===== config.mk =====
export PLATFORM = sky130hd
export DESIGN_NAME = byte_ring_buffer_peek_pop_top
export DESIGN_NICKNAME = d
export VERILOG_FILES = /design/src/sv/brb_pkg.sv /design/src/sv/byte_ring_buffer_peek_pop_top.sv
export VERILOG_INCLUDE_DIRS = /design/src /design/src/sv
export SDC_FILE = /design/constraint.sdc
export NUM_CORES = 1
export LEC_CHECK = 0
export ABC_AREA = 1
export BUFFER_PORTS_ARGS = -buffer_cell sky130_fd_sc_hd__buf_2
export CORE_ASPECT_RATIO = 1.4
export CORE_MARGIN = 2
export CORE_UTILIZATION = 50
export DETAILED_ROUTE_END_ITERATION = 8
export GPL_TIMING_DRIVEN = 1
export PLACE_DENSITY = 0.68
export SYNTH_ARGS = -nofsm -noshare
export SYNTH_HDL_FRONTEND = slang
export SYNTH_SLANG_ARGS = --single-unit

===== constraint.sdc =====
create_clock -name clk -period 5.3 [get_ports clk]
set_input_delay 0.795 -clock clk [delete_from_list [all_inputs] [get_ports clk]]
set_output_delay 0.795 -clock clk [all_outputs]
set_load 0.005 [all_outputs]

===== src/sv/assert_macros.svh =====
// Assertion helpers shared by the RTL in this folder.
`ifndef ASSERT_MACROS_SVH
`define ASSERT_MACROS_SVH

`ifndef ASSERT_OFF

// Clocked check that is held off while the asynchronous reset is asserted.
`define ASSERT_CLK(label, clock, rst_n, prop, msg) \
	label: assert property (@(posedge clock) disable iff (!rst_n) prop) else $error(msg);

// Clocked check that also holds during reset.
`define ASSERT_ALWAYS(label, clock, prop, msg) \
	label: assert property (@(posedge clock) prop) else $error(msg);

`else

`define ASSERT_CLK(label, clock, rst_n, prop, msg)
`define ASSERT_ALWAYS(label, clock, prop, msg)

`endif

`endif


===== src/sv/brb_pkg.sv =====
`timescale 1ns / 1ps
`default_nettype none

package brb_pkg;

	// Default number of byte slots; one slot always stays empty.
	localparam int BRB_DEPTH = 128;

	// Width of the fill count on the result stream.
	localparam int FILL_W = 7;

	typedef enum logic [1:0] {
		OP_PUSH = 2'd0,
		OP_PEEK = 2'd1,
		OP_POP  = 2'd2
	} opcode_t;

	typedef enum logic [1:0] {
		STAT_OK     = 2'd0,
		STAT_BLOCK  = 2'd1,
		STAT_BADARG = 2'd2
	} status_t;

	// Everything of a result except the byte that the memory returns.
	typedef struct packed {
		status_t             status;
		logic                peek_ok;
		logic [FILL_W-1:0]   fill;
		logic                full;
		logic                empty;
	} brb_res_t;

endpackage

`default_nettype wire


===== src/sv/byte_ring_buffer_peek_pop_top.sv =====
`timescale 1ns / 1ps
`default_nettype none

`include "assert_macros.svh"

// Byte ring buffer with push, peek at an offset, and multi-byte pop. The
// buffer has DEPTH slots (a power of two from 2 to 128) and, since one slot
// is always left empty, holds at most DEPTH-1 bytes. Each beat on the slave
// stream carries one operation selected by tuser: push appends a byte (would
// block when full), peek returns the byte a given offset past the oldest one
// (would block when the offset is at or past the fill count), and pop drops
// a given number of oldest bytes (bad argument when that exceeds the fill
// count; the unused opcode is also a bad argument). Every operation yields
// exactly one result beat carrying the status in tuser and the peeked byte,
// fill count, full and empty flags in tdata. The block takes one operation
// per clock cycle when the result stream is not stalled; a result passes
// through stage 1, alongside the registered read of the byte memory, and
// then the output register. Pointers are updated in the accept cycle, so
// a peek right after a push sees the new byte. The byte memory is not
// cleared after reset; a peek can only reach slots that were written
// earlier.
module byte_ring_buffer_peek_pop_top
	import brb_pkg::*;
#(
	parameter int DEPTH = BRB_DEPTH
) (
	input  wire logic        clk,
	input  wire logic        arst_n,

	input  wire logic        s_tvalid,
	output logic             s_tready,
	// [7:0] data_byte, [15:8] offset_or_count
	input  wire logic [15:0] s_tdata,
	// [1:0] opcode
	input  wire logic [1:0]  s_tuser,

	output logic             m_tvalid,
	input  wire logic        m_tready,
	// [7:0] read_byte, [14:8] fill_count, [15] is_full, [16] is_empty,
	// [23:17] zero
	output logic [23:0]      m_tdata,
	// [1:0] status
	output logic [1:0]       m_tuser
);

	localparam int PTR_W = $clog2(DEPTH);

	// Pointer state. The write pointer names the slot that the next push
	// fills, the read pointer names the oldest stored byte.
	logic [PTR_W-1:0] wr_ptr_q;
	logic [PTR_W-1:0] rd_ptr_q;
	logic [PTR_W-1:0] wr_ptr_n;
	logic [PTR_W-1:0] rd_ptr_n;

	// Byte memory with a registered read port.
	logic [7:0]       mem_q [DEPTH];
	logic [7:0]       rd_data_q;
	logic             mem_we;
	logic             mem_re;
	logic [PTR_W-1:0] peek_addr;

	// Stage 1 holds the result of the operation while the memory read is
	// in progress; the output register follows it.
	logic             s1_valid_q;
	brb_res_t         s1_q;
	brb_res_t         res_n;
	logic             out_free;
	logic             in_fire;

	// Decode of the incoming beat.
	opcode_t          op;
	logic [7:0]       data_byte;
	logic [7:0]       arg;
	logic [PTR_W-1:0] fill_now;
	logic [PTR_W-1:0] fill_new;
	logic             full_now;
	status_t          status_n;

	assign op        = opcode_t'(s_tuser);
	assign data_byte = s_tdata[7:0];
	assign arg       = s_tdata[15:8];

	// The output register can take a new result when it is empty or its
	// current beat leaves this cycle. Stage 1 moves on under the same
	// condition, so a new beat is taken whenever stage 1 can empty.
	assign out_free = !m_tvalid || m_tready;
	assign s_tready = !s1_valid_q || out_free;
	assign in_fire  = s_tvalid && s_tready;

	assign fill_now  = wr_ptr_q - rd_ptr_q;
	assign full_now  = (wr_ptr_q + 1'b1) == rd_ptr_q;
	assign peek_addr = rd_ptr_q + arg[PTR_W-1:0];

	// Operation decode: status, pointer updates and memory accesses.
	always_comb begin
		status_n = STAT_OK;
		wr_ptr_n = wr_ptr_q;
		rd_ptr_n = rd_ptr_q;
		mem_we   = 1'b0;
		mem_re   = 1'b0;
		case (op)
			OP_PUSH: begin
				if (full_now) begin
					status_n = STAT_BLOCK;
				end else begin
					mem_we   = in_fire;
					wr_ptr_n = wr_ptr_q + 1'b1;
				end
			end
			OP_PEEK: begin
				if (arg >= 8'(fill_now)) begin
					status_n = STAT_BLOCK;
				end else begin
					mem_re = in_fire;
				end
			end
			OP_POP: begin
				if (arg > 8'(fill_now)) begin
					status_n = STAT_BADARG;
				end else begin
					rd_ptr_n = rd_ptr_q + arg[PTR_W-1:0];
				end
			end
			default: begin
				status_n = STAT_BADARG;
			end
		endcase
	end

	// Flags after the operation, taken from the updated pointers.
	assign fill_new = wr_ptr_n - rd_ptr_n;

	always_comb begin
		res_n.status  = status_n;
		res_n.peek_ok = (op == OP_PEEK) && (status_n == STAT_OK);
		res_n.fill    = FILL_W'(fill_new);
		res_n.full    = (wr_ptr_n + 1'b1) == rd_ptr_n;
		res_n.empty   = wr_ptr_n == rd_ptr_n;
	end

	// Byte memory: one write and one registered read per cycle. The read
	// register only loads on a peek, so it holds while stage 1 stalls.
	always_ff @(posedge clk) begin
		if (mem_we) begin
			mem_q[wr_ptr_q] <= data_byte;
		end
		if (mem_re) begin
			rd_data_q <= mem_q[peek_addr];
		end
	end

	always_ff @(posedge clk or negedge arst_n) begin
		if (!arst_n) begin
			wr_ptr_q <= '0;
			rd_ptr_q <= '0;
		end else if (in_fire) begin
			wr_ptr_q <= wr_ptr_n;
			rd_ptr_q <= rd_ptr_n;
		end
	end

	always_ff @(posedge clk or negedge arst_n) begin
		if (!arst_n) begin
			s1_valid_q <= 1'b0;
		end else if (s_tready) begin
			s1_valid_q <= s_tvalid;
		end
	end

	always_ff @(posedge clk) begin
		if (in_fire) begin
			s1_q <= res_n;
		end
	end

	// Output register.
	always_ff @(posedge clk or negedge arst_n) begin
		if (!arst_n) begin
			m_tvalid <= 1'b0;
		end else if (out_free) begin
			m_tvalid <= s1_valid_q;
		end
	end

	always_ff @(posedge clk) begin
		if (out_free && s1_valid_q) begin
			m_tuser         <= s1_q.status;
			m_tdata[7:0]    <= s1_q.peek_ok ? rd_data_q : 8'd0;
			m_tdata[14:8]   <= s1_q.fill;
			m_tdata[15]     <= s1_q.full;
			m_tdata[16]     <= s1_q.empty;
			m_tdata[23:17]  <= '0;
		end
	end

	// A successful push advances the write pointer by exactly one slot.
	`ASSERT_CLK(a_push_advances, clk, arst_n, in_fire && mem_we |=> wr_ptr_q == PTR_W'($past(wr_ptr_q) + 1'b1), "push did not advance the write pointer")

	// Only pushes move the write pointer.
	`ASSERT_CLK(a_wr_only_on_push, clk, arst_n, !(in_fire && mem_we) |=> $stable(wr_ptr_q), "write pointer moved without a push")

	// A stalled stage 1 keeps its result and its memory read data.
	`ASSERT_CLK(a_s1_holds, clk, arst_n, s1_valid_q && !out_free |=> s1_valid_q && $stable(s1_q) && $stable(rd_data_q), "stage 1 lost its result while stalled")

	// The buffer is never reported full and empty at once.
	`ASSERT_CLK(a_flags_exclusive, clk, arst_n, s1_valid_q |-> !(s1_q.full && s1_q.empty), "full and empty both set")

	// Nothing is in flight right after reset.
	`ASSERT_ALWAYS(a_reset_clear, clk, !arst_n |=> !s1_valid_q && !m_tvalid, "pipeline not empty after reset")

endmodule

`default_nettype wire


Word-level counts from Yosys, hierarchy flattened
Memories as Yosys holds them, arrays and structs flattened. A register that Yosys moved wholly into a read port is not among the register bits. Cells that the tools add are included.

Bits in writable memories: 1024. Bits of input ports: 22. Logic and storage cells: 48. Memories: 1. Output and inout bits: 28. Flip-flop bits (word level): 47.

Memory list: mem_q (words 128, bits a word 8, read ports 1, clocked after memory_dff 1, write ports 1, RTL line byte_ring_buffer_peek_pop_top.sv:56) `logic [7:0] mem_q [DEPTH];`.

Reductions and logical operators: 9. Add/subtract/negate cells: 5. Eq/ne operators: 5. Muxes and demuxes: 14. $lt $le $gt $ge: 2.

Operators by type and width (count): 7-bit two-way mux (4); 7-bit == test (3); 7-bit by 1-bit adder with 7-bit output, second input constant (2); 7-bit subtractor (2); 8-bit by 7-bit greater-or-equal comparator with 1-bit output (1); 8-bit by 7-bit > comparator with 1-bit output (1); 1-bit two-way mux (8); 7-bit adder (1); 2-bit one-hot mux with 3 select lines (1); 2-bit zero test (2); 1-bit logical AND (3); 2-bit by 1-bit == test with 1-bit output, second input constant (1); 2-bit == test, second input constant (1); 1-bit zero test (2); 1-bit logical OR (2); 2-bit two-way mux (1).

Longest topological paths before layout
Gate-level depths: netlist of the first run.

Depth after elaboration: 8. Depth in mapped cells: 30. Mapped depth without buffers: 29.

Least setup slack after synthesis of the first run
OpenSTA, ideal clock, no wires.

Path kind: reg2reg. From: register wr_ptr_q[0]. To: register s1_q[8] (netlist bit) (data pin). Data arrival time: 3.819 ns. Data required time: 5.047 ns. Stages on the path, launching flop included: 27. Clock period less this slack: 4.072 ns. Slack: 1.228 ns. Path through: dfrtp_1 inv_2 ha_1 inv_1 fa_1 a21oi_1 o21ai_0 a21o_1 a21oi_1 xor2_1 ha_1 or2_2 nor2_1 nand2_1 nand2_2 nand3_1 buf_2 o21ai_0 ha_1 inv_1 ha_1 inv_1 nand2_1 nand3_1 nand3_1 nand2_1 nand2_1.

Word-level cells in the longest chain between the ends: 5.

Ends and longest elaborated chain: from (decl) (RTL line byte_ring_buffer_peek_pop_top.sv:50) `logic [PTR_W-1:0] wr_ptr_q;`; from (signal assigned) (RTL line byte_ring_buffer_peek_pop_top.sv:157) `wr_ptr_q <= wr_ptr_n;`; 7-bit subtractor (RTL line byte_ring_buffer_peek_pop_top.sv:90) `assign fill_now = wr_ptr_q - rd_ptr_q;`; 8-bit by 7-bit > comparator with 1-bit output (RTL line byte_ring_buffer_peek_pop_top.sv:118) `if (arg > 8'(fill_now)) begin`; 7-bit two-way mux (RTL line byte_ring_buffer_peek_pop_top.sv:118); 7-bit two-way mux (RTL line byte_ring_buffer_peek_pop_top.sv:101) `case (op)`; via rd_ptr_n[0] (RTL line byte_ring_buffer_peek_pop_top.sv:53) `logic [PTR_W-1:0] rd_ptr_n;`; 7-bit subtractor (RTL line byte_ring_buffer_peek_pop_top.sv:131) `assign fill_new = wr_ptr_n - rd_ptr_n;`; via fill_new[6] (RTL line byte_ring_buffer_peek_pop_top.sv:75) `logic [PTR_W-1:0] fill_new;`; to (signal assigned) (RTL line byte_ring_buffer_peek_pop_top.sv:172) `s1_q <= res_n;`; to (decl) (RTL line byte_ring_buffer_peek_pop_top.sv:65) `brb_res_t s1_q;`.

The timed path passes the listed nets, and every way through them passes these cells. A chain may end at the register's enable or synchronous reset.

Worst setup path after layout of the first run
Same ends and word-level chain as after synthesis.

==> results.yml, run 1 <==
status:
  status: "completed"
yosys:
  ys_ff_latch: 1079
  synth_top_family_by_area: "compound AO/OA/AOI/OAI gates"
  synthCells: 3393
  synth_edf_count: 1063
  synth_top_area_share_pct: 72.56
  post_synth_num_cell_types: 44
  ys_seq_area_share_pct: 73.47
  synth_compound_area_share_pct: 12.66
  yosys.area_share.simple_pct: 9.923
  synth-xor-area-share_pct: 0.2389
  synth_ff_type: "edfxtp_1"
  syn_area_per_cell_sq_um: 12.97
  synthAdderAreaFrac_pct: 0.8020
  yosysMostFrequentCell: "edfxtp_1"
  async_reset_ff_share_pct: 1.483
  synth_top_area_cell: "edfxtp_1"
  yosysWarningCount: 0
  muxShareOfSynthArea_pct: 0
  synth_area_sq_um: 43990
  synthTopCellsByCount: "1063 x edfxtp_1, 663 x nor2_1, 528 x o21ai_0"
  ys_top_cells_by_area: "edfxtp_1 73%, o21ai_0 6.0%, nor2_1 5.7%"
place:
  post_dp_cell_area_sq_um: 45450
  dp_hpwl_um: 63850
  gp_congestion: 0.8980
  io_buffers: 42
detailed_routing:
  antenna_left: 0
  drt_iter0_drc: 3417
  drt-total-wl_um: 113300
  wire_per_inst_um: 24.65
  firstDrtPassIters: 6
  drc: 0
  via_count: 28470
  vias_per_cell: 6.194
worst_setup_path:
  reg2reg_slack_ps: 550
  cp.required_ps: 5730
  critPathKind: "flip-flop to flip-flop"
  worstPathArrival_ps: 5190
  worst-path-max-fanout: 13
  cp-end-kind: "flip-flop"
  reg2regPathDepth: 25
  cp-start-kind: "flip-flop"
  reg2reg_from: "wr_ptr_q[0]$_DFFE_PN0P_"
  r2r_end: "s1_q[8]$_DFFE_PP_"
finish:
  drive_above_1_share_pct: 8.141
  area_delta_synth_final_pct: 10.77
  nets: 3402
  diodes: 0
  nFillCells: 6916
  final_area_sq_um: 48730
  final_core_util_pct: 55.93
clocking:
  h-tree-depth: 3
  clkSinkCount: 1079
  cts-root-buf: "clkbuf_16"
  cts_hold_buffers: 0
  path_clk_slew_ps: 70
  clock_path_buffers: 3
  numCtsBuffers: 93
  cts_resized: 0
  insertion_delay_ps: 670
  post-cts-setup-buffer-count: 0
  cts_tree: "yes"
timing:
  grt_setup_unrepaired: "no"
  maxSlewHeadroom_pct: 22.74
  drv_slew: 0
  hold_viol_final: 0
  finClkSkew_ps: 28.99
  clock.fmax_mhz: 210.4
  setup_tns_ps: 0
  fin_crit_ps: 4753
  min_period_over_period_pct: 89.69
  setup_viol: 0
  tightest_slew_ps: 1159
global_routing:
  grt_pass1_wl_um: 169500
  antenna_found_initial: 0
  first_global_vias: 27220
  grt-ovfl-total: 0
  grt_max_degree: 153
  gr-usage-all-layers_pct: 25.01
power:
  pwr_density_cell_nw_per_um2: 595.2
  clock_power_share_pct: 25.1
  combPwrFrac_pct: 41.2
  power_leakage_uw: 0.01565
  switching_share_pct: 40.43
  power.internal_uw: 17280
  p_sw_uw: 11730
  pwr-share-seq_pct: 33.7
  vdd_ir_drop_max_mv: 0.4985
run:
  max_cap_violations: 0
die:
  design.core.area_sq_um: 87120
  dieArea_sq_um: 90410
  start_util_pct: 50.49
  die_width_um: 254.7
  io-pin-count: 50
  fp-row-count: 128
  fp.dieH_um: 355.0
hold_path:
  hold_class: "input port to asynchronous set/reset pin"
flip-flops by register name, summed over array words and instances (netlist names):
signal      count
s1_valid_q      1
m_tuser         2
rd_data_q       8
mem_q        1024
s1_q           12
rd_ptr_q        7
wr_ptr_q        7
m_tdata        17
m_tvalid        1
critical path, cell delays in order (launching register included):
cell and delay (ps):
dfrtp_1 450, inv_2 190, ha_1 170, inv_1 60, fa_1 390, a21oi_1 140
o21ai_0 130, a21o_1 180, a21oi_1 150, xor2_1 90, ha_1 170, or2_2 280
nor2_1 130, nand2_1 80, nand2_2 150, nand3_1 390, o21ai_0 440, ha_1 210
inv_1 60, ha_1 190, inv_1 50, nand2_1 90, nand3_1 120, nand3_1 80
nand2_1 60, nand2_1 50
cells by family (layout without fill, tap and decap cells):
group                    Yosys count  in the layout
flip-flops                      1079           1079
XOR/XNOR                          12             12
other                              1              7
buffers and inverters            317            345
adder cells (fa/ha/maj)           27             27
AND/OR/NAND/NOR                 1068           1068
AO/OA/AOI/OAI                    889            889
placed cells by master (no fill, tap or decap), drive strengths merged, types with 3 or more instances in the layout:
| cell | instances |
|---|---|
| edfxtp | 1063 |
| nor2 | 666 |
| o21ai | 531 |
| o221ai | 256 |
| nand2 | 209 |
| nand3 | 162 |
| clkbuf | 111 |
| buf | 105 |
| inv | 71 |
| a21oi | 47 |
| clkinv | 33 |
| ha | 25 |
| nand4 | 24 |
| bufinv | 18 |
| dfrtp | 16 |
| a211o | 15 |
| a31oi | 11 |
| o211ai | 8 |
| o311ai | 8 |
| a32oi | 7 |
| conb | 7 |
| clkinvlp | 7 |
| xnor2 | 6 |
| xor2 | 6 |
| or2 | 3 |
worst max-delay path by stage:
stage,to,cells after the start,slack (ps),start
after floorplan,s1_q[8]$_DFFE_PP_,26,1230,wr_ptr_q[0]$_DFFE_PN0P_
after global placement,s1_q[8]$_DFFE_PP_,25,670,wr_ptr_q[0]$_DFFE_PN0P_
after detailed placement,s1_q[8]$_DFFE_PP_,25,610,wr_ptr_q[0]$_DFFE_PN0P_
after CTS,s1_q[8]$_DFFE_PP_,25,600,wr_ptr_q[0]$_DFFE_PN0P_
after global routing,s1_q[6]$_DFFE_PP_,23,80,wr_ptr_q[0]$_DFFE_PN0P_
final,s1_q[8]$_DFFE_PP_,25,550,wr_ptr_q[0]$_DFFE_PN0P_
area by class of cell:
cell class	count	area [sq um]	area share (%)
multi-input combinational	2003	10470	21.48
tap	1170	1464	3.004
clock buffer	111	2437	5.002
clock inverter	58	842.1	1.728
timing repair buffer	105	915.9	1.879
inverter	71	281.5	0.5777
sequential	1079	32320	66.33
layer usage:
layer	part of all wire [%]	vias to the layer above	global-route usage, %
li1	-	12680	-
met1	38	14120	33.18
met2	49	1416	41.27
met3	8.1	254	3.482
met4	4.3	0	11.05
met5	0	-	0
per-stage QoR:
step / hold WS, ps / std cells / worst slack (ps) / total power, uW
6_report: 44.34 / 4597 / 546.5 / 29010
5_1_grt: 53.23 / 4597 / 78.62 / 30300
4_1_cts: 26.71 / 4597 / 598.4 / 28860
3_5_place_dp: 404.5 / 4428 / 606.5 / 21670
3_3_place_gp: 403.6 / 4428 / 672.6 / 21500
2_1_floorplan: 400.3 / 3399 / 1228 / 17220
power by group through the flow:
| stage | clock network [uW] | registers [uW] | logic (uW) |
|---|---|---|---|
| 4_1_cts | 7320 | 9770 | 11800 |
| 5_1_grt | 7630 | 9780 | 12900 |
| 2_1_floorplan | 0 | 9870 | 7340 |
| 3_5_place_dp | 0 | 9950 | 11700 |
| 6_report | 7280 | 9760 | 12000 |
| 3_3_place_gp | 0 | 9940 | 11600 |
Note: power is estimated with default switching activity, not from simulation.
==> inputs of run 2 (changes only) <==
CTS_BUF_LIST = sky130_fd_sc_hd__clkbuf_16   (was default)
==> run 2 against run 1 <==
Compared with the run above:
- critical path depth is the same
- sequential share of layout area stayed put
- highest routed layer unchanged
- non-clock buffer count did not move
- largest cell class unchanged
- cell count did not move
- worst setup slack better by 4.3 ps
- count of clock-buffer cells in the layout is 16 lower
==> results.yml, run 2 (same netlist as run 1, synthesis figures left out) <==
finish:
  final_common_cell: "edfxtp_1"
  drive_above_1_share_pct: 8.141
  multi_input_area_sq_um: 10470
  diodes: 0
  nets: 3402
  regMostFlops: "mem_q"
  most-common-layout-cells: "1063 x edfxtp_1, 663 x nor2_1, 528 x o21ai_0"
  nFillCells: 6916
  largest_register_ffs: 1024
  largestRegisters: "mem_q (1024), m_tdata (17), s1_q (12)"
  area_delta_synth_final_pct: 10.77
  seq_area_sq_um: 32320
worst_setup_path:
  reg2reg_from: "wr_ptr_q[0]$_DFFE_PN0P_"
  worst-path-max-fanout: 13
  cp-end-kind: "flip-flop"
  slowest_delay_ps: 450
  critPathKind: "flip-flop to flip-flop"
  worstPathArrival_ps: 5180
  cp-start-kind: "flip-flop"
  worst_path_dominant_cell_family: "simple AND/OR/NAND/NOR gates"
  cp.required_ps: 5730
  reg2reg_slack_ps: 550
  r2r_end: "s1_q[8]$_DFFE_PP_"
  slowest_stage: "dfrtp_1"
  reg2regPathDepth: 25
  worst-path-buf-inv: 4
timing:
  tightest_slew_ps: 1152
  drv_slew: 0
  clock.fmax_mhz: 210.6
  min_period_over_period_pct: 89.61
  setup_ws_ps: 550.8
  setup_viol: 0
  setup_tns_ps: 0
  maxSlewHeadroom_pct: 23.18
  grt_setup_unrepaired: "no"
  fin_crit_ps: 4749
  finClkSkew_ps: 28.37
  hold_viol_final: 0
die:
  die_width_um: 254.7
  fp.dieH_um: 355.0
  io-pin-count: 50
  fp-row-count: 128
  design.core.area_sq_um: 87120
  dieArea_sq_um: 90410
  start_util_pct: 50.49
global_routing:
  grt_use_met1_pct: 33.18
  grt-ovfl-total: 0
  first_global_vias: 27220
  grt_pass1_wl_um: 169500
  grt_max_degree: 153
  grt_util_met3_pct: 3.482
  use_met2_pct: 41.27
  antenna_found_initial: 0
  gr-usage-all-layers_pct: 25.01
  busiest_layer: "met2"
clocking:
  clock_path_buffers: 3
  cts_tree: "yes"
  clkSinkCount: 1079
  cts_hold_buffers: 0
  cts-root-buf: "clkbuf_16"
  path_clk_slew_ps: 70
  numCtsBuffers: 93
  cts_resized: 0
  post-cts-setup-buffer-count: 0
  h-tree-depth: 3
  insertion_delay_ps: 670
detailed_routing:
  vias_per_cell: 6.194
  drc: 0
  wire_per_inst_um: 24.64
  drt-total-wl_um: 113300
  drt_iter0_drc: 3425
  firstDrtPassIters: 8
  antenna_left: 0
  via_count: 28470
place:
  gp_congestion: 0.8980
  io_buffers: 42
  pre_cts_slack_ps: 606.5
  dp_hpwl_um: 63850
hold_path:
  hold_class: "input port to asynchronous set/reset pin"
power:
  power_leakage_uw: 0.01572
  vdd_ir_drop_max_mv: 0.4956
  pwr_density_cell_nw_per_um2: 594.2
run:
  max_cap_violations: 0
status:
  status: "completed"
[run 2: cell count changes in the layout (fill, tap and decap cells not counted)]
cell and change:
clkbuf_1 -16, inv_1 +16
[run 2: worst reg2reg max path, cell delays in order (launching register included)]
cell and delay (ps):
dfrtp_1 450, inv_2 190, ha_1 180, inv_1 60, fa_1 390, a21oi_1 140
o21ai_0 130, a21o_1 180, a21oi_1 150, xor2_1 90, ha_1 170, or2_2 280
nor2_1 140, nand2_1 80, nand2_2 140, nand3_1 390, o21ai_0 440, ha_1 210
inv_1 60, ha_1 190, inv_1 50, nand2_1 90, nand3_1 120, nand3_1 80
nand2_1 60, nand2_1 50
[run 2: worst max-delay path by stage]
| stage | start | endpoint | slack, ps | cells after the start |
|---|---|---|---|---|
| after floorplan | wr_ptr_q[0]$_DFFE_PN0P_ | s1_q[8]$_DFFE_PP_ | 1230 | 26 |
| after global placement | wr_ptr_q[0]$_DFFE_PN0P_ | s1_q[8]$_DFFE_PP_ | 670 | 25 |
| after detailed placement | wr_ptr_q[0]$_DFFE_PN0P_ | s1_q[8]$_DFFE_PP_ | 610 | 25 |
| after CTS | wr_ptr_q[0]$_DFFE_PN0P_ | s1_q[8]$_DFFE_PP_ | 600 | 25 |
| after global routing | wr_ptr_q[0]$_DFFE_PN0P_ | s1_q[6]$_DFFE_PP_ | 80 | 23 |
| final | wr_ptr_q[0]$_DFFE_PN0P_ | s1_q[8]$_DFFE_PP_ | 550 | 25 |
[run 2: stage by stage]
stage / utilization [%] / instance area (sq um) / cells / hold slack [ps] / power [uW]
2_1_floorplan: - / 44010 / 3399 / 400.3 / 17220
3_3_place_gp: 52.17 / 45450 / 4428 / 403.6 / 21500
3_5_place_dp: 52.17 / 45450 / 4428 / 404.5 / 21670
4_1_cts: 55.93 / 48730 / 4597 / 26.71 / 28830
5_1_grt: 55.93 / 48730 / 4597 / 53.23 / 30270
6_report: 55.93 / 48730 / 4597 / 46.32 / 28960
[run 2: routing by layer]
layer  up-vias  routed length [um]
li1      12690                   -
met1     14140               43570
met2      1366               55930
met3       276                8825
met4         0                4967
met5         -                   0
[run 2: cell type report]
type                    count  share of cell area [%]
well taps                1170                   3.004
clock buffers              95                   4.878
repair buffers            105                   1.879
inverters                  71                  0.5777
flip-flops and latches   1079                   66.33
clock inverters            74                   1.851
multi-input cells        2003                   21.48
[run 2: report_power, final]
group | total, uW | internal (uW) | leakage, uW | switching, uW
Combinational | 12000 | 3470 | 0.00431 | 8480
Sequential | 9760 | 9610 | 0.00978 | 150
Clock | 7240 | 4160 | 0.00164 | 3080
